===== config.mk =====
export PLATFORM = sky130hd
export DESIGN_NAME = i2c_master_byte_engine_unit
export DESIGN_NICKNAME = d
export VERILOG_FILES = /design/src/i2cm_pkg.sv /design/src/i2cm_seq.sv /design/src/i2c_master_byte_engine_unit.sv
export SDC_FILE = /design/constraint.sdc
export NUM_CORES = 1
export LEC_CHECK = 0
export ABC_CLOCK_PERIOD_IN_PS = 5700
export BUFFER_PORTS_ARGS = -buffer_cell sky130_fd_sc_hd__buf_2
export CELL_PAD_IN_SITES_DETAIL_PLACEMENT = 1
export CELL_PAD_IN_SITES_GLOBAL_PLACEMENT = 2
export CORE_ASPECT_RATIO = 1.25
export CORE_MARGIN = 8
export CORE_UTILIZATION = 36
export DETAILED_ROUTE_END_ITERATION = 8
export PLACE_DENSITY = 0.81
export SYNTH_ARGS = -nofsm -noshare
export SYNTH_HDL_FRONTEND = slang
export SYNTH_SLANG_ARGS = --single-unit

===== constraint.sdc =====
create_clock -name clock -period 5.7 [get_ports clock]
set_input_delay 0 -clock clock [delete_from_list [all_inputs] [get_ports clock]]
set_output_delay 0 -clock clock [all_outputs]
set_load 0.02 [all_outputs]

===== src/i2cm_pkg.sv =====
// ----------------------------------------------------------------------------
// i2cm_pkg
// Shared types and constants of the I2C master byte engine.
// ----------------------------------------------------------------------------
package i2cm_pkg;

   typedef enum logic [2:0] {
      OP_NONE  = 3'd0,
      OP_START = 3'd1,
      OP_STOP  = 3'd2,
      OP_WRITE = 3'd3,
      OP_READ  = 3'd4,
      OP_CLEAR = 3'd5
   } op_type;

   localparam int CSR_DATA_W = 16;
   localparam int CSR_INDEX_W = 2;

   localparam logic [CSR_INDEX_W-1:0] CSR_HALF_PERIOD = 2'd0;
   localparam logic [CSR_INDEX_W-1:0] CSR_POLL_LIMIT  = 2'd1;
   localparam logic [CSR_INDEX_W-1:0] CSR_CLEAR_PULSE = 2'd2;

   localparam logic [15:0] HALF_PERIOD_RESET = 16'd10;
   localparam logic [7:0]  POLL_LIMIT_RESET  = 8'd10;
   localparam logic [3:0]  CLEAR_PULSE_RESET = 4'd9;

   typedef struct packed {
      logic [15:0] half_period_ticks;
      logic [7:0]  ack_poll_limit;
      logic [3:0]  clear_pulses;
   } cfg_type;

   typedef struct packed {
      logic       scl_out;
      logic       sda_out;
      logic       busy_res;
      logic       done_res;
      logic [7:0] rx_byte;
      logic       ack_missing;
   } rsp_type;

endpackage


===== src/i2cm_seq.sv =====
// ----------------------------------------------------------------------------
// i2cm_seq
// Bus sequencer: command state, segment timing and pin levels; one tick per
// advance, result word of that tick presented combinationally.
// ----------------------------------------------------------------------------
module i2cm_seq (
   input  logic              clock,
   input  logic              reset,
   input  logic              advance,
   input  logic [2:0]        op,
   input  logic [7:0]        tx_byte,
   input  logic              send_ack,
   input  logic              sda_sample,
   input  i2cm_pkg::cfg_type cfg,
   output i2cm_pkg::rsp_type rsp
);

   typedef struct packed {
      logic scl;
      logic sda;
   } pins_type;

   function automatic pins_type start_pins(input logic [3:0] k, input pins_type p);
      pins_type r;
      r = p;
      if (k == 4'd0) begin
         r.scl = 1'b1;
      end else if (k == 4'd1) begin
         r.sda = 1'b0;
      end else begin
         r.scl = 1'b0;
      end
      return r;
   endfunction

   function automatic pins_type stop_pins(input logic [3:0] k, input pins_type p);
      pins_type r;
      r = p;
      if (k == 4'd0) begin
         r.scl = 1'b0;
      end else if (k == 4'd1) begin
         r.sda = 1'b0;
         r.scl = 1'b1;
      end else begin
         r.sda = 1'b1;
      end
      return r;
   endfunction

   i2cm_pkg::op_type op_ff, op_in;
   logic [3:0]  step_ff, step_in;
   logic [15:0] tick_ff, tick_in;
   logic [3:0]  bit_ff, bit_in;
   logic [7:0]  shift_ff, shift_in;
   logic [7:0]  poll_ff, poll_in;
   pins_type    pins_ff, pins_in;
   logic        ack_ff, ack_in;
   logic [7:0]  rx_ff, rx_in;
   logic        choice_ff, choice_in;
   logic        done;
   logic        op_valid;

   logic [15:0] hp;
   logic [7:0]  poll_lim;
   logic [3:0]  clear_lim;

   assign hp        = (cfg.half_period_ticks == '0) ? 16'd1 : cfg.half_period_ticks;
   assign poll_lim  = (cfg.ack_poll_limit == '0) ? 8'd1 : cfg.ack_poll_limit;
   assign clear_lim = (cfg.clear_pulses == '0) ? 4'd1 : cfg.clear_pulses;

   always_comb begin
      case (op)
         i2cm_pkg::OP_START,
         i2cm_pkg::OP_STOP,
         i2cm_pkg::OP_WRITE,
         i2cm_pkg::OP_READ,
         i2cm_pkg::OP_CLEAR: op_valid = 1'b1;
         default:            op_valid = 1'b0;
      endcase
   end

   always_comb begin
      op_in     = op_ff;
      step_in   = step_ff;
      tick_in   = tick_ff;
      bit_in    = bit_ff;
      shift_in  = shift_ff;
      poll_in   = poll_ff;
      pins_in   = pins_ff;
      ack_in    = ack_ff;
      rx_in     = rx_ff;
      choice_in = choice_ff;
      done      = 1'b0;

      // command launch, only while idle
      if (op_ff == i2cm_pkg::OP_NONE && op_valid) begin
         op_in    = i2cm_pkg::op_type'(op);
         step_in  = '0;
         tick_in  = '0;
         bit_in   = '0;
         poll_in  = '0;
         shift_in = (op == i2cm_pkg::OP_WRITE) ? tx_byte : 8'd0;
         if (op == i2cm_pkg::OP_READ) begin
            choice_in = send_ack;
         end
      end

      if (op_in != i2cm_pkg::OP_NONE) begin
         // first tick of a segment: pin actions
         if (tick_in == '0) begin
            case (op_in)
               i2cm_pkg::OP_START: pins_in = start_pins(step_in, pins_in);
               i2cm_pkg::OP_STOP:  pins_in = stop_pins(step_in, pins_in);
               i2cm_pkg::OP_WRITE: begin
                  if (step_in == 4'd0) begin
                     pins_in.scl = 1'b0;
                     pins_in.sda = shift_in[7];
                     shift_in    = {shift_in[6:0], 1'b0};
                  end else if (step_in == 4'd1 || step_in == 4'd3) begin
                     pins_in.scl = 1'b1;
                  end else if (step_in == 4'd2) begin
                     pins_in.scl = 1'b0;
                     pins_in.sda = 1'b1;
                  end else begin
                     pins_in.scl = 1'b0;
                  end
               end
               i2cm_pkg::OP_READ: begin
                  if (step_in == 4'd0) begin
                     pins_in.scl = 1'b0;
                     pins_in.sda = 1'b1;
                  end else if (step_in == 4'd1 || step_in == 4'd3) begin
                     pins_in.scl = 1'b1;
                  end else if (step_in == 4'd2) begin
                     pins_in.scl = 1'b0;
                     pins_in.sda = ~choice_in;
                  end else begin
                     pins_in.scl = 1'b0;
                  end
               end
               default: begin
                  // bus clear: start, pulses, start, stop
                  if (step_in <= 4'd2) begin
                     pins_in = start_pins(step_in, pins_in);
                  end else if (step_in == 4'd3) begin
                     pins_in.scl = 1'b0;
                  end else if (step_in == 4'd4) begin
                     pins_in.scl = 1'b1;
                  end else if (step_in <= 4'd7) begin
                     pins_in = start_pins(step_in - 4'd5, pins_in);
                  end else begin
                     pins_in = stop_pins(step_in - 4'd8, pins_in);
                  end
               end
            endcase
         end

         tick_in = tick_in + 16'd1;

         // last tick of a segment: sample and advance
         if (tick_in >= hp) begin
            tick_in = '0;
            case (op_in)
               i2cm_pkg::OP_START,
               i2cm_pkg::OP_STOP: begin
                  if (step_in >= 4'd2) begin
                     done = 1'b1;
                  end else begin
                     step_in = step_in + 4'd1;
                  end
               end
               i2cm_pkg::OP_WRITE: begin
                  if (step_in == 4'd1) begin
                     bit_in  = bit_in + 4'd1;
                     step_in = (bit_in < 4'd8) ? 4'd0 : 4'd2;
                  end else if (step_in == 4'd3) begin
                     if (!sda_sample) begin
                        ack_in  = 1'b0;
                        step_in = 4'd4;
                     end else begin
                        poll_in = poll_in + 8'd1;
                        if (poll_in >= poll_lim) begin
                           ack_in  = 1'b1;
                           step_in = 4'd4;
                        end
                     end
                  end else if (step_in >= 4'd4) begin
                     done = 1'b1;
                  end else begin
                     step_in = step_in + 4'd1;
                  end
               end
               i2cm_pkg::OP_READ: begin
                  if (step_in == 4'd1) begin
                     shift_in = {shift_in[6:0], sda_sample};
                     bit_in   = bit_in + 4'd1;
                     step_in  = (bit_in < 4'd8) ? 4'd0 : 4'd2;
                  end else if (step_in >= 4'd4) begin
                     rx_in = shift_in;
                     done  = 1'b1;
                  end else begin
                     step_in = step_in + 4'd1;
                  end
               end
               default: begin
                  if (step_in == 4'd4) begin
                     bit_in  = bit_in + 4'd1;
                     step_in = (bit_in < clear_lim) ? 4'd3 : 4'd5;
                  end else if (step_in >= 4'd10) begin
                     done = 1'b1;
                  end else begin
                     step_in = step_in + 4'd1;
                  end
               end
            endcase
            if (done) begin
               op_in   = i2cm_pkg::OP_NONE;
               step_in = '0;
            end
         end
      end
   end

   always_ff @(posedge clock) begin
      if (reset) begin
         op_ff     <= i2cm_pkg::OP_NONE;
         step_ff   <= '0;
         tick_ff   <= '0;
         bit_ff    <= '0;
         shift_ff  <= '0;
         poll_ff   <= '0;
         pins_ff   <= '{scl: 1'b1, sda: 1'b1};
         ack_ff    <= 1'b0;
         rx_ff     <= '0;
         choice_ff <= 1'b0;
      end else if (advance) begin
         op_ff     <= op_in;
         step_ff   <= step_in;
         tick_ff   <= tick_in;
         bit_ff    <= bit_in;
         shift_ff  <= shift_in;
         poll_ff   <= poll_in;
         pins_ff   <= pins_in;
         ack_ff    <= ack_in;
         rx_ff     <= rx_in;
         choice_ff <= choice_in;
      end
   end

   always_comb begin
      rsp.scl_out     = pins_in.scl;
      rsp.sda_out     = pins_in.sda;
      rsp.busy_res    = (op_in != i2cm_pkg::OP_NONE);
      rsp.done_res    = done;
      rsp.rx_byte     = rx_in;
      rsp.ack_missing = ack_in;
   end

   // idle engine holds step and tick at zero
   a_idle_clean: assert property (@(posedge clock) disable iff (reset)
      op_ff == i2cm_pkg::OP_NONE |-> step_ff == '0 && tick_ff == '0)
      else $error("idle with nonzero step or tick");

   // a command only starts on an advanced tick
   a_launch_on_tick: assert property (@(posedge clock) disable iff (reset)
      op_ff != i2cm_pkg::OP_NONE && $past(op_ff) == i2cm_pkg::OP_NONE |-> $past(advance))
      else $error("command started without a tick");

   // state frozen while no tick arrives
   a_hold_stalled: assert property (@(posedge clock) disable iff (reset)
      !advance |=> $stable(op_ff) && $stable(step_ff) && $stable(tick_ff))
      else $error("sequencer moved without a tick");

   // step never runs past the end of bus clear
   a_step_range: assert property (@(posedge clock) disable iff (reset)
      step_ff <= 4'd10)
      else $error("sequence step out of range");

endmodule


===== src/i2c_master_byte_engine_unit.sv =====
// ----------------------------------------------------------------------------
// i2c_master_byte_engine_unit
// Byte-level I2C master: start, stop, write with ack polling, read with
// ack/nack, bus clear. Each request word is one timing tick.
//
//   port group  dir  handshake        word
//   req_*       in   valid/ready      op, tx_byte, send_ack, sda_in (one tick)
//   rsp_*       out  valid/ready      pins, busy, done, rx_byte, ack_missing
//   csr_*       in   write enable     index 0..2, 16-bit data
//
// One request word per clock when req_ready is high, answered next cycle.
// The sequencer state and the response register update together on accept.
// req_ready is high while the response register is empty or being taken.
// Reset clears the sequencer and restores register defaults at once.
// ----------------------------------------------------------------------------
module i2c_master_byte_engine_unit (
   input  logic                                clock,
   input  logic                                reset,
   input  logic                                req_valid,
   output logic                                req_ready,
   input  logic [2:0]                          req_op,
   input  logic [7:0]                          req_tx_byte,
   input  logic                                req_send_ack,
   input  logic                                req_sda_in,
   output logic                                rsp_valid,
   input  logic                                rsp_ready,
   output logic                                rsp_scl_out,
   output logic                                rsp_sda_out,
   output logic                                rsp_busy_res,
   output logic                                rsp_done_res,
   output logic [7:0]                          rsp_rx_byte,
   output logic                                rsp_ack_missing,
   input  logic                                csr_write_en,
   input  logic [i2cm_pkg::CSR_INDEX_W-1:0]    csr_index,
   input  logic [i2cm_pkg::CSR_DATA_W-1:0]     csr_wdata
);

   i2cm_pkg::cfg_type cfg_ff;
   i2cm_pkg::rsp_type rsp_next;
   i2cm_pkg::rsp_type rsp_ff;
   logic              rsp_valid_ff, rsp_valid_in;
   logic              accept;

   assign req_ready    = !rsp_valid_ff || rsp_ready;
   assign accept       = req_valid && req_ready;
   assign rsp_valid_in = accept || (rsp_valid_ff && !rsp_ready);

   always_ff @(posedge clock) begin
      if (reset) begin
         cfg_ff.half_period_ticks <= i2cm_pkg::HALF_PERIOD_RESET;
         cfg_ff.ack_poll_limit    <= i2cm_pkg::POLL_LIMIT_RESET;
         cfg_ff.clear_pulses      <= i2cm_pkg::CLEAR_PULSE_RESET;
      end else if (csr_write_en) begin
         case (csr_index)
            i2cm_pkg::CSR_HALF_PERIOD: cfg_ff.half_period_ticks <= csr_wdata;
            i2cm_pkg::CSR_POLL_LIMIT:  cfg_ff.ack_poll_limit    <= csr_wdata[7:0];
            i2cm_pkg::CSR_CLEAR_PULSE: cfg_ff.clear_pulses      <= csr_wdata[3:0];
            default: ;
         endcase
      end
   end

   i2cm_seq u_seq (
      .clock      (clock),
      .reset      (reset),
      .advance    (accept),
      .op         (req_op),
      .tx_byte    (req_tx_byte),
      .send_ack   (req_send_ack),
      .sda_sample (req_sda_in),
      .cfg        (cfg_ff),
      .rsp        (rsp_next)
   );

   always_ff @(posedge clock) begin
      if (reset) begin
         rsp_valid_ff <= 1'b0;
      end else begin
         rsp_valid_ff <= rsp_valid_in;
      end
   end

   always_ff @(posedge clock) begin
      if (accept) begin
         rsp_ff <= rsp_next;
      end
   end

   assign rsp_valid       = rsp_valid_ff;
   assign rsp_scl_out     = rsp_ff.scl_out;
   assign rsp_sda_out     = rsp_ff.sda_out;
   assign rsp_busy_res    = rsp_ff.busy_res;
   assign rsp_done_res    = rsp_ff.done_res;
   assign rsp_rx_byte     = rsp_ff.rx_byte;
   assign rsp_ack_missing = rsp_ff.ack_missing;

endmodule


==> results of run 1 <==
## where the power goes
group | leakage (nW) | total, W | internal, W | switching (W)
Combinational | 1.93 | 0.000263 | 0.0000889 | 0.000174
Clock | 0.157 | 0.000670 | 0.000355 | 0.000315
Sequential | 0.810 | 0.000732 | 0.000714 | 0.0000183
## cells in the mapped netlist (12+ instances only)
cell type,n
o21ai_0,38
nand2_1,99
mux2i_1,31
nor3_1,17
nand3_1,34
clkbuf_1,32
nor2_1,88
ha_1,36
edfxtp_1,13
dfxtp_1,84
inv_1,41
a21oi_1,57
xnor2_1,13
and2_1,15
nor4_1,12
## state kept, by name, indices dropped and copies added, names as in the netlist, 2 cells and up
name and count:
cfg_ff 28, rsp_rx_byte 8, u_seq.bit_ff 4, u_seq.op_ff 3, u_seq.pins_ff 2, u_seq.poll_ff 8
u_seq.rx_ff 8, u_seq.shift_ff 8, u_seq.step_ff 4, u_seq.tick_ff 16
## cell type report
cell class / count / area, um^2
Inverter: 41 / 154
Clock buffer: 9 / 225
Clock inverter: 7 / 95.1
Fill cell: 2142 / 10100
Multi-Input combinational cell: 614 / 3910
Tap cell: 224 / 280
Sequential cell: 97 / 2070
Timing Repair Buffer: 76 / 490
## worst register-to-register path: stages, from the launching register on
cell	delay [ps]
dfxtp_1	430
or3_1	640
nor3_4	560
nor2_1	110
nand3_1	160
nand3_1	110
o21ai_0	160
ha_1	310
a21oi_1	160
o21ai_0	110
a221oi_1	480
and2_1	590
nor3_2	150
nor3_1	560
a221o_1	260
## cells by family after synthesis
group           after synthesis
xor+xnor                     20
buf+inv                      85
compound gates              181
mux                          41
simple gates                336
flops                        97
fa+ha+maj                    36
## what timing repair did
item | 4_1_cts | 5_1_grt
hold buffers | 18 | 0
endpoints found under the hold margin | 27 | 0
buffers inserted | 0 | 0
## through the flow
step	setup slack (ps)	cell area [um^2]	cells	total power, W	util (%)
5_1_grt	331	7230	1068	0.00173	41.8
4_1_cts	821	7230	1068	0.00168	41.8
6_report	853	7230	1068	0.00166	41.8
3_3_place_gp	1060	6730	1034	0.000994	38.9
2_1_floorplan	1160	6310	796	0.000919	-
3_5_place_dp	862	6730	1034	0.00100	38.9
## path summary, 6_finish.rpt
| kind | start | slack, ps | endpoint |
|---|---|---|---|
| hold reg to reg | cfg_ff[23] | 480 | cfg_ff[23] |
| setup reg to reg | u_seq.op_ff[2] | 850 | u_seq.shift_ff[6] |
| setup / recovery | u_seq.op_ff[2] | 850 | u_seq.shift_ff[6] |
| hold / removal | req_op[0] | 40 | u_seq.op_ff[0] |
## layer usage
metal / share of wire [%] / up-vias / wire [um]
li1: - / 2955 / -
met1: 41 / 3014 / 8540
met2: 53 / 105 / 11000
met3: 3.0 / 41 / 621
met4: 2.9 / 0 / 597
met5: 0 / - / 0
==> results.cfg, run 1 <==
[critical_path]
timing.critical_path.to_type = flop
slowest_stage = or3_1
max_stage_delay_ps = 630
critical_path_buf_inv_count = 0
reg2regPathDepth = 14
critPathArrivalTime_ps = 5150
critical_path_class = flop to flop
critical_path_cell_list = or3_1 > nor3_4 > nor2_1 > nand3_1 > nand3_1 > o21ai_0 > ha_1 > a21oi_1 > o21ai_0 > a221oi_1 > and2_1 > nor3_2 > nor3_1 > a221o_1
cp_data_required_time_ps = 6000
worst_path_dominant_cell_family = simple AND/OR/NAND/NOR gates
timing.critical_path.from_type = flop
worst_path_depth = 14
critPathMaxFanout = 15

[pwr]
power.leakage_nw = 2.90
ir_drop_mv = 0.128
p_per_area_nw_per_um2 = 230

[floorplanning]
start_util_pct = 36.5
design.die.area_um2 = 22100
die_height_um = 164
die_width_um = 134
num_rows = 54
core_area_um2 = 17300
design.portCount = 51

[logic_synthesis]
synth_simple_gate_area_share_pct = 26.3
synth_top_area_share_pct = 26.6
syn_area_per_cell_um2 = 7.93
synth_area_leaders = dfxtp_1 (27%), ha_1 (7.1%), edfxtp_1 (6.2%), nand2_1 (5.9%), nor2_1 (5.2%)
ys_seq_area_share_pct = 32.8
yosys.area_share.adder_pct = 7.13
synthMuxAreaShare_pct = 6.74
async_reset_ff_share_pct = 0
post_synth_instance_area_um2 = 6310
dominant_combinational_cell_family_by_area_after_synthesis = simple AND/OR/NAND/NOR gates
ys_types = 74
synth_xor_area_share_pct = 2.77
synth-edff-count = 13
yosys_most_used_dff = dfxtp_1
synthesis.instances = 796
synth_seq_cells = 97
netlist.top_cell.by_area = dfxtp_1
yosys_warnings = 0
synth_compound_gate_area_share_pct = 18.8
synth_fp_nets = 868

[grt]
met2_usage_pct = 34.6
grt_pass1_wl_um = 33900
maximum_number_of_pins_on_one_net_before_global_route_repair = 85
groute.usage.overall_pct = 19.0
globalRouteOverflowTotal = 0
globalRouteMet3Util_pct = 2.51
initial_antenna_violation_count = 0
globalRoute.busiestLayer = met2
vias_in_the_first_global_route = 6436
grt_use_met1_pct = 21.5

[clock_tree]
clkSinkCount = 97
clk_pin_slew_worst_paths_ps = 80
clock_latency_ps = 360
numCtsBuffers = 9
cts_tree = done
cts_max_path_buffers = 2
post_cts_resize_count = 0
ctsHtreeMaxLevel = 3
cts_root_buffer = clkbuf_16

[sta]
clock_skew_ps = 10.3
tightestPinTransition_ps = 1070
final_hold_viol_count = 0
post-route-min-period_ps = 4850
fin_tns_setup_ps = 0
hold-worst-slack_ps = 44.0
fmax_mhz = 206
finalCritPeriodShare_pct = 85.0
rsz0062_at_grt = no
slew-limit-headroom_pct = 28.1
report.final.slew_viol_count = 0
setup_violations = 0

[final_layout]
insertedDiodeCount = 0
share_of_post_route_cells_with_drive_strength_above_1_pct = 11.7
final_cell_mix = nand2_1 (99), nor2_1 (88), dfxtp_1 (84)
final_nets = 911
areaGrowthSynthToFinish_pct = 14.5
mostFrequentLayoutCell = nand2_1

[detailed_routing]
detail_route.drc_violations = 0
vias = 6115
postRouteAntennaNets = 0
wl_per_cell_um = 19.4
drt_iter0_markers = 284
detail_route.first_pass.iterations = 5
route.detailed.vias_per_inst = 5.73
totalWireLength_um = 20700

[run]
maxCapViolCount = 0

[placed_design]
hpwlAfterDp_um = 15600
placement.io_buffers = 50
routabilityCongestion = 0.891

[worst_hold_path]
whs_path_cells = 3
hp-class = input port to flop

[outcome]
run_status = completed
(Power assumes the default switching activity.)
==> inputs of run 2 (changes only) <==
--- a/config.mk
+++ b/config.mk
@@ -5,13 +5,14 @@
 export SDC_FILE = /design/constraint.sdc
 export NUM_CORES = 1
 export LEC_CHECK = 0
+export ABC_AREA = 1
 export ABC_CLOCK_PERIOD_IN_PS = 5700
 export BUFFER_PORTS_ARGS = -buffer_cell sky130_fd_sc_hd__buf_2
 export CELL_PAD_IN_SITES_DETAIL_PLACEMENT = 1
 export CELL_PAD_IN_SITES_GLOBAL_PLACEMENT = 2
 export CORE_ASPECT_RATIO = 1.25
 export CORE_MARGIN = 8
-export CORE_UTILIZATION = 36
+export CORE_UTILIZATION = 34
 export DETAILED_ROUTE_END_ITERATION = 8
 export PLACE_DENSITY = 0.81
 export SYNTH_ARGS = -nofsm -noshare
==> run 2 against run 1 <==
- synthesized cell count rose by 31%
- global-route usage fell by 1.3 points
- sequential share of layout area fell by 2.3 points
- core utilization fell by 2.7 points
- design area rose by 8.7%
- largest power group unchanged
==> results.cfg, run 2 <==
[detailed_routing]
wl_per_cell_um = 15.4
route.detailed.vias_per_inst = 5.04
detail_route.drc_violations = 0
vias = 6906
postRouteAntennaNets = 0
detail_route.first_pass.iterations = 4
totalWireLength_um = 21100
drt_iter0_markers = 338

[final_layout]
areaGrowthSynthToFinish_pct = 13.4
registers_with_the_most_flip_flops = cfg_ff: 28 flops, u_seq.tick_ff: 16 flops
final_cell_mix = nand2_1 (253), inv_1 (141), nor2_1 (89)
final_nets = 1167
share_of_post_route_cells_with_drive_strength_above_1_pct = 13.4
mostFrequentLayoutCell = nand2_1
post-route-cell-area_um2 = 7860
largest_register_ffs = 28
fill_cells = 2641
register_ranked_first_by_flip_flop_count = cfg_ff
insertedDiodeCount = 0
final_std_cells_w_o_fill = 1370

[clock_tree]
clk_pin_slew_worst_paths_ps = 80
numCtsBuffers = 9
ctsHtreeMaxLevel = 3
cts_hold_buffers = 18
cts_tree = done
cts_setup_buffers = 0
post_cts_resize_count = 0
cts_max_path_buffers = 2
clock_latency_ps = 360
clkSinkCount = 97
cts_root_buffer = clkbuf_16

[sta]
post-route-min-period_ps = 4220
report.final.slew_viol_count = 0
clock_skew_ps = 10.8
hold-worst-slack_ps = 16.6
setup_violations = 0
rsz0062_at_grt = no
tightestPinTransition_ps = 889
fin_tns_setup_ps = 0
final_hold_viol_count = 0
finalCritPeriodShare_pct = 74.0
fmax_mhz = 237
slew-limit-headroom_pct = 40.0

[critical_path]
r2r_start = u_seq.op_ff[2]
critical_path_buf_inv_count = 4
timing.critical_path.from_type = flop
worst_path_dominant_cell_family = simple AND/OR/NAND/NOR gates
critical_path_class = flop to flop
slowest_stage = nand3_4
crit_path_frequent_cell = nand2_1
timing.critical_path.to_type = flop
critical_path_cell_list = nor3_4 > nand3_4 > nand2_1 > inv_1 > nand2_1 > nor3_1 > nand3_1 > nand2_1 > and2_1 > ha_1 > nand2_1 > inv_1 > o21ai_0 > a21oi_1 > nor2_1 > nand3_1 > nand2_2 > nor2_4 > inv_1 > nand2_1 > nand2_2 > o21ai_2 > inv_1
max_stage_delay_ps = 590
launch_point_of_the_critical_path = u_seq.op_ff[2]
critPathMaxFanout = 55
critPathArrivalTime_ps = 4480
cp_data_required_time_ps = 5960

[logic_synthesis]
synth_top_area_share_pct = 24.3
yosys_warnings = 0
synth-edff-count = 13
synth_seq_cells = 97
post-synth-top-count-cell = nand2_1
async_reset_ff_share_pct = 0
post_synth_instance_area_um2 = 6930
yosys-top-cells-count = nand2_1 (253), inv_1 (141), nor2_1 (89), dfxtp_1 (84), o21ai_0 (84)
ys_types = 42
yosys_most_used_dff = dfxtp_1
synth_fp_nets = 1114
synthesis.instances = 1042
netlist.top_cell.by_area = dfxtp_1
syn_area_per_cell_um2 = 6.65
synth_area_leaders = dfxtp_1 (24%), nand2_1 (14%), inv_1 (7.6%), ha_1 (6.5%), o21ai_0 (6.1%)
ys_seq_area_share_pct = 29.9

[pwr]
p_int_w = 0.00122
ir_drop_mv = 0.132
power.leakage_nw = 3.70
p_per_area_nw_per_um2 = 251
p_sw_share_pct = 38.2
power.sequential.fraction_pct = 39.1
clkPwrFrac_pct = 32.2
power.share.combinational_pct = 28.8
p_switching_w = 0.000753

[floorplanning]
num_rows = 58
die_width_um = 144
design.die.area_um2 = 25200
start_util_pct = 34.5
design.portCount = 51
die_height_um = 176
core_area_um2 = 20100

[outcome]
run_status = completed

[grt]
globalRouteOverflowTotal = 0
vias_in_the_first_global_route = 7121
initial_antenna_violation_count = 0
grt_pass1_wl_um = 35700
groute.usage.overall_pct = 17.6
maximum_number_of_pins_on_one_net_before_global_route_repair = 82

[worst_hold_path]
worst_hold_startpoint = csr_index[0]
hp-class = input port to flop

[run]
maxCapViolCount = 0

[placed_design]
post-place-cells = 1336
routabilityCongestion = 0.816
placement.io_buffers = 50
placed_area_um2 = 7380
hpwlAfterDp_um = 15800
run 2: changes by cell type after synthesis, moves of 19 or more:
cell     change
nand2_1    +154
a21oi_1     +19
mux2i_1     -31
o21ai_0     +46
inv_1      +100
nand2_2     +27
nand3_1     +43
run 2: power groups by stage:
stage / Clock [W] / Combinational, W / Sequential [W]
after CTS: 0.000655 / 0.000577 / 0.000771
after global routing: 0.000677 / 0.000643 / 0.000775
after floorplan: 0 / 0.000409 / 0.000790
after global placement: 0 / 0.000559 / 0.000785
after detailed placement: 0 / 0.000565 / 0.000786
final: 0.000634 / 0.000567 / 0.000770
run 2: final timing paths:
path	to	slack, ps	cells past startpoint
max	u_seq.rx_ff[3]	1480	23
min	cfg_ff[13]	20	3
max reg2reg	u_seq.rx_ff[3]	1480	23
min reg2reg	u_seq.shift_ff[4]	470	2
run 2: cell type report:
type,count,area (um^2),share of cell area [%]
inverter,147,552,7.02
clock inverter,7,72.6,0.923
multi-input combinational,768,4140,52.7
clock buffer,9,225,2.87
tap,270,338,4.30
sequential,97,2070,26.4
timing repair buffer,72,460,5.86
run 2: kinds of logic (layout without fill, tap and decap cells):
logic type                 count (synthesis)  in the layout  share of synthesized area (%)
and+or+nand+nor                          514            514                           34.8
buffers and inverters                    177            235                           10.4
AOI/OAI and AO/OA                        205            205                           16.8
DFF                                       97             97                           29.9
xor gates and xnor gates                  13             13                           1.64
adders and majority gates                 36             36                           6.50
run 2: routing by layer:
metal / track usage [%] / part of all wire [%] / routed length (um)
met1: 21.5 / 46 / 9740
met2: 31.0 / 49 / 10400
met4: 5.67 / 2.0 / 418
met5: 0 / 0 / 0
met3: 2.55 / 2.6 / 555
run 2: through the flow:
stage / util [%] / setup WS, ps / power (W)
global route: 39.1 / 995 / 0.00210
global placement: 36.7 / 1560 / 0.00134
finish: 39.1 / 1480 / 0.00197
CTS: 39.1 / 1420 / 0.00200
floorplan: - / 2260 / 0.00120
detailed placement: 36.7 / 1430 / 0.00135
run 2: worst min-delay path, stage by stage:
cell	delay [ps]
buf_2	90
nor3_1	90
o211ai_1	160
==> inputs of run 3 (changes only) <==
--- a/config.mk
+++ b/config.mk
@@ -6,7 +6,7 @@
 export NUM_CORES = 1
 export LEC_CHECK = 0
 export ABC_AREA = 1
-export ABC_CLOCK_PERIOD_IN_PS = 5700
+export ABC_CLOCK_PERIOD_IN_PS = 4200
 export BUFFER_PORTS_ARGS = -buffer_cell sky130_fd_sc_hd__buf_2
 export CELL_PAD_IN_SITES_DETAIL_PLACEMENT = 1
 export CELL_PAD_IN_SITES_GLOBAL_PLACEMENT = 2
==> constraint.sdc (replaced) <==
create_clock -name clock -period 4.2 [get_ports clock]
set_input_delay 0 -clock clock [delete_from_list [all_inputs] [get_ports clock]]
set_output_delay 0 -clock clock [all_outputs]
set_load 0.02 [all_outputs]
==> run 3 against run 2 <==
- critical path depth stayed put
- combinational power is 43% higher
- critical path type unchanged
- cell count is 0.66% higher
==> results.cfg, run 3 (synthesized netlist as in run 2, its figures left out) <==
[outcome]
run_status = completed

[grt]
grt_pass1_wl_um = 34800
groute.usage.overall_pct = 17.3
globalRouteOverflowTotal = 0
vias_in_the_first_global_route = 7008
initial_antenna_violation_count = 0
maximum_number_of_pins_on_one_net_before_global_route_repair = 56

[final_layout]
fill_cells = 2676
insertedDiodeCount = 0
share_of_post_route_cells_with_drive_strength_above_1_pct = 14.3
registers_with_the_most_flip_flops = cfg_ff: 28 flops, u_seq.tick_ff: 16 flops
mostFrequentLayoutCell = nand2_1
final_nets = 1176
largest_register_ffs = 28
final_cell_mix = nand2_1 (253), inv_1 (140), nor2_1 (87)
register_ranked_first_by_flip_flop_count = cfg_ff
areaGrowthSynthToFinish_pct = 14.8

[sta]
final_critical_path_setup_slack_ps = 363
fmax_mhz = 261
fin_tns_setup_ps = 0
clock_skew_ps = 12.9
slew-limit-headroom_pct = 41.9
setup_violations = 0
final_hold_viol_count = 0
rsz0062_at_grt = no
hold-worst-slack_ps = 12.2
report.final.slew_viol_count = 0
post-route-min-period_ps = 3840
tightestPinTransition_ps = 872
finalCritPeriodShare_pct = 91.4

[critical_path]
worst_setup_path_endpoint = u_seq.shift_ff[3]
critPathArrivalTime_ps = 4060
slowest_stage = dfxtp_1
r2r_start = u_seq.op_ff[2]
critPathMaxFanout = 13
timing.critical_path.to_type = flop
critical_path_cell_list = nor2_2 > nand3_1 > a21oi_1 > buf_4 > nor2_1 > ha_1 > nand3_1 > nor2_1 > nand2_1 > xor2_1 > ha_1 > nand2_1 > inv_1 > o21ai_0 > a21oi_1 > nor2_1 > nand3_1 > buf_4 > nand2_1 > buf_4 > nand3_1 > nand3_1 > a21oi_1
crit_path_frequent_cell = nand3_1
launch_point_of_the_critical_path = u_seq.op_ff[2]
regToRegEndpoint = u_seq.shift_ff[3]
reg2regPathDepth = 23
cp_data_required_time_ps = 4430
max_stage_delay_ps = 480
reg2reg_slack_ps = 360
critical_path_class = flop to flop
timing.critical_path.from_type = flop

[floorplanning]
core_area_um2 = 20100
die_height_um = 176
design.portCount = 51
start_util_pct = 34.5
num_rows = 58
design.die.area_um2 = 25200
die_width_um = 144

[clock_tree]
clock_latency_ps = 360
cts_max_path_buffers = 2
numCtsBuffers = 9
cts_root_buffer = clkbuf_16
clk_pin_slew_worst_paths_ps = 80
cts_tree = done
clkSinkCount = 97
ctsHtreeMaxLevel = 3

[detailed_routing]
detail_route.drc_violations = 0
route.detailed.vias_per_inst = 5.05
totalWireLength_um = 21000
postRouteAntennaNets = 0
drt_iter0_markers = 258
vias = 6962
detail_route.first_pass.iterations = 4
wl_per_cell_um = 15.2

[run]
maxCapViolCount = 0

[placed_design]
placement.io_buffers = 50
routabilityCongestion = 0.808
preCtsSetupSlack_ps = 268
hpwlAfterDp_um = 15800

[pwr]
p_per_area_nw_per_um2 = 341
p_int_w = 0.00168
fin_total_pwr_w = 0.00271
p_sw_share_pct = 38.1
power.sequential.fraction_pct = 38.5
p_switching_w = 0.00103
power.share.combinational_pct = 29.8
ir_drop_mv = 0.200
clkPwrFrac_pct = 31.7
power.leakage_nw = 3.75

[worst_hold_path]
hp-class = input port to flop
## run 3: worst max-delay path: cells and delay by family (launching register included)
kind	cells	cell delay [ps]
AOI/OAI and AO/OA	4	280
buffers and inverters	4	660
and+or+nand+nor	12	1600
adders and majority gates	2	520
DFF	1	480
xor gates and xnor gates	1	160
## run 3: worst min path at each step
stage,from,slack (ps),to,cells after the start
global placement,req_valid,260,rsp_valid,3
finish,csr_index[0],10,cfg_ff[13],3
global route,csr_index[0],30,cfg_ff[15],3
detailed placement,req_valid,260,rsp_valid,3
floorplan,csr_wdata[0],130,cfg_ff[0],2
CTS,csr_index[0],0.6,cfg_ff[15],3
## run 3: power groups by stage
stage | sequential (W) | clock [W] | combinational, W
finish | 0.00104 | 0.000858 | 0.000809
global route | 0.00105 | 0.000914 | 0.000916
CTS | 0.00104 | 0.000884 | 0.000817
detailed placement | 0.00107 | 0 | 0.000800
global placement | 0.00106 | 0 | 0.000793
floorplan | 0.00107 | 0 | 0.000556
## run 3: stage by stage
| step | cells | instance area (um^2) | utilization (%) |
|---|---|---|---|
| after floorplan | 1042 | 6930 | - |
| after global placement | 1343 | 7450 | 37.0 |
| after detailed placement | 1343 | 7450 | 37.0 |
| after CTS | 1377 | 7920 | 39.4 |
| after global routing | 1379 | 7950 | 39.6 |
| final | 1379 | 7950 | 39.6 |
## run 3: area by class of cell
class / count / area (um^2) / share of cell area, %
Clock buffer: 9 / 225 / 2.83
Clock inverter: 7 / 72.6 / 0.912
Inverter: 147 / 552 / 6.94
Multi-Input combinational cell: 768 / 4150 / 52.2
Sequential cell: 97 / 2070 / 26.1
Tap cell: 270 / 338 / 4.25
Timing Repair Buffer: 81 / 541 / 6.80
## run 3: layer usage
metal	vias up	GRT usage, %	part of all wire, %
li1	3555	-	-
met1	3303	21.3	47
met2	81	30.0	48
met3	23	2.72	3.0
met4	0	5.27	1.7
met5	-	0	0
## run 3: what timing repair did
action / CTS / global route
setup buffers: 0 / 2
hold buffers: 18 / 0
resized for setup: 0 / 5
setup endpoints to repair: 0 / 16
endpoints found under the hold margin: 28 / 0
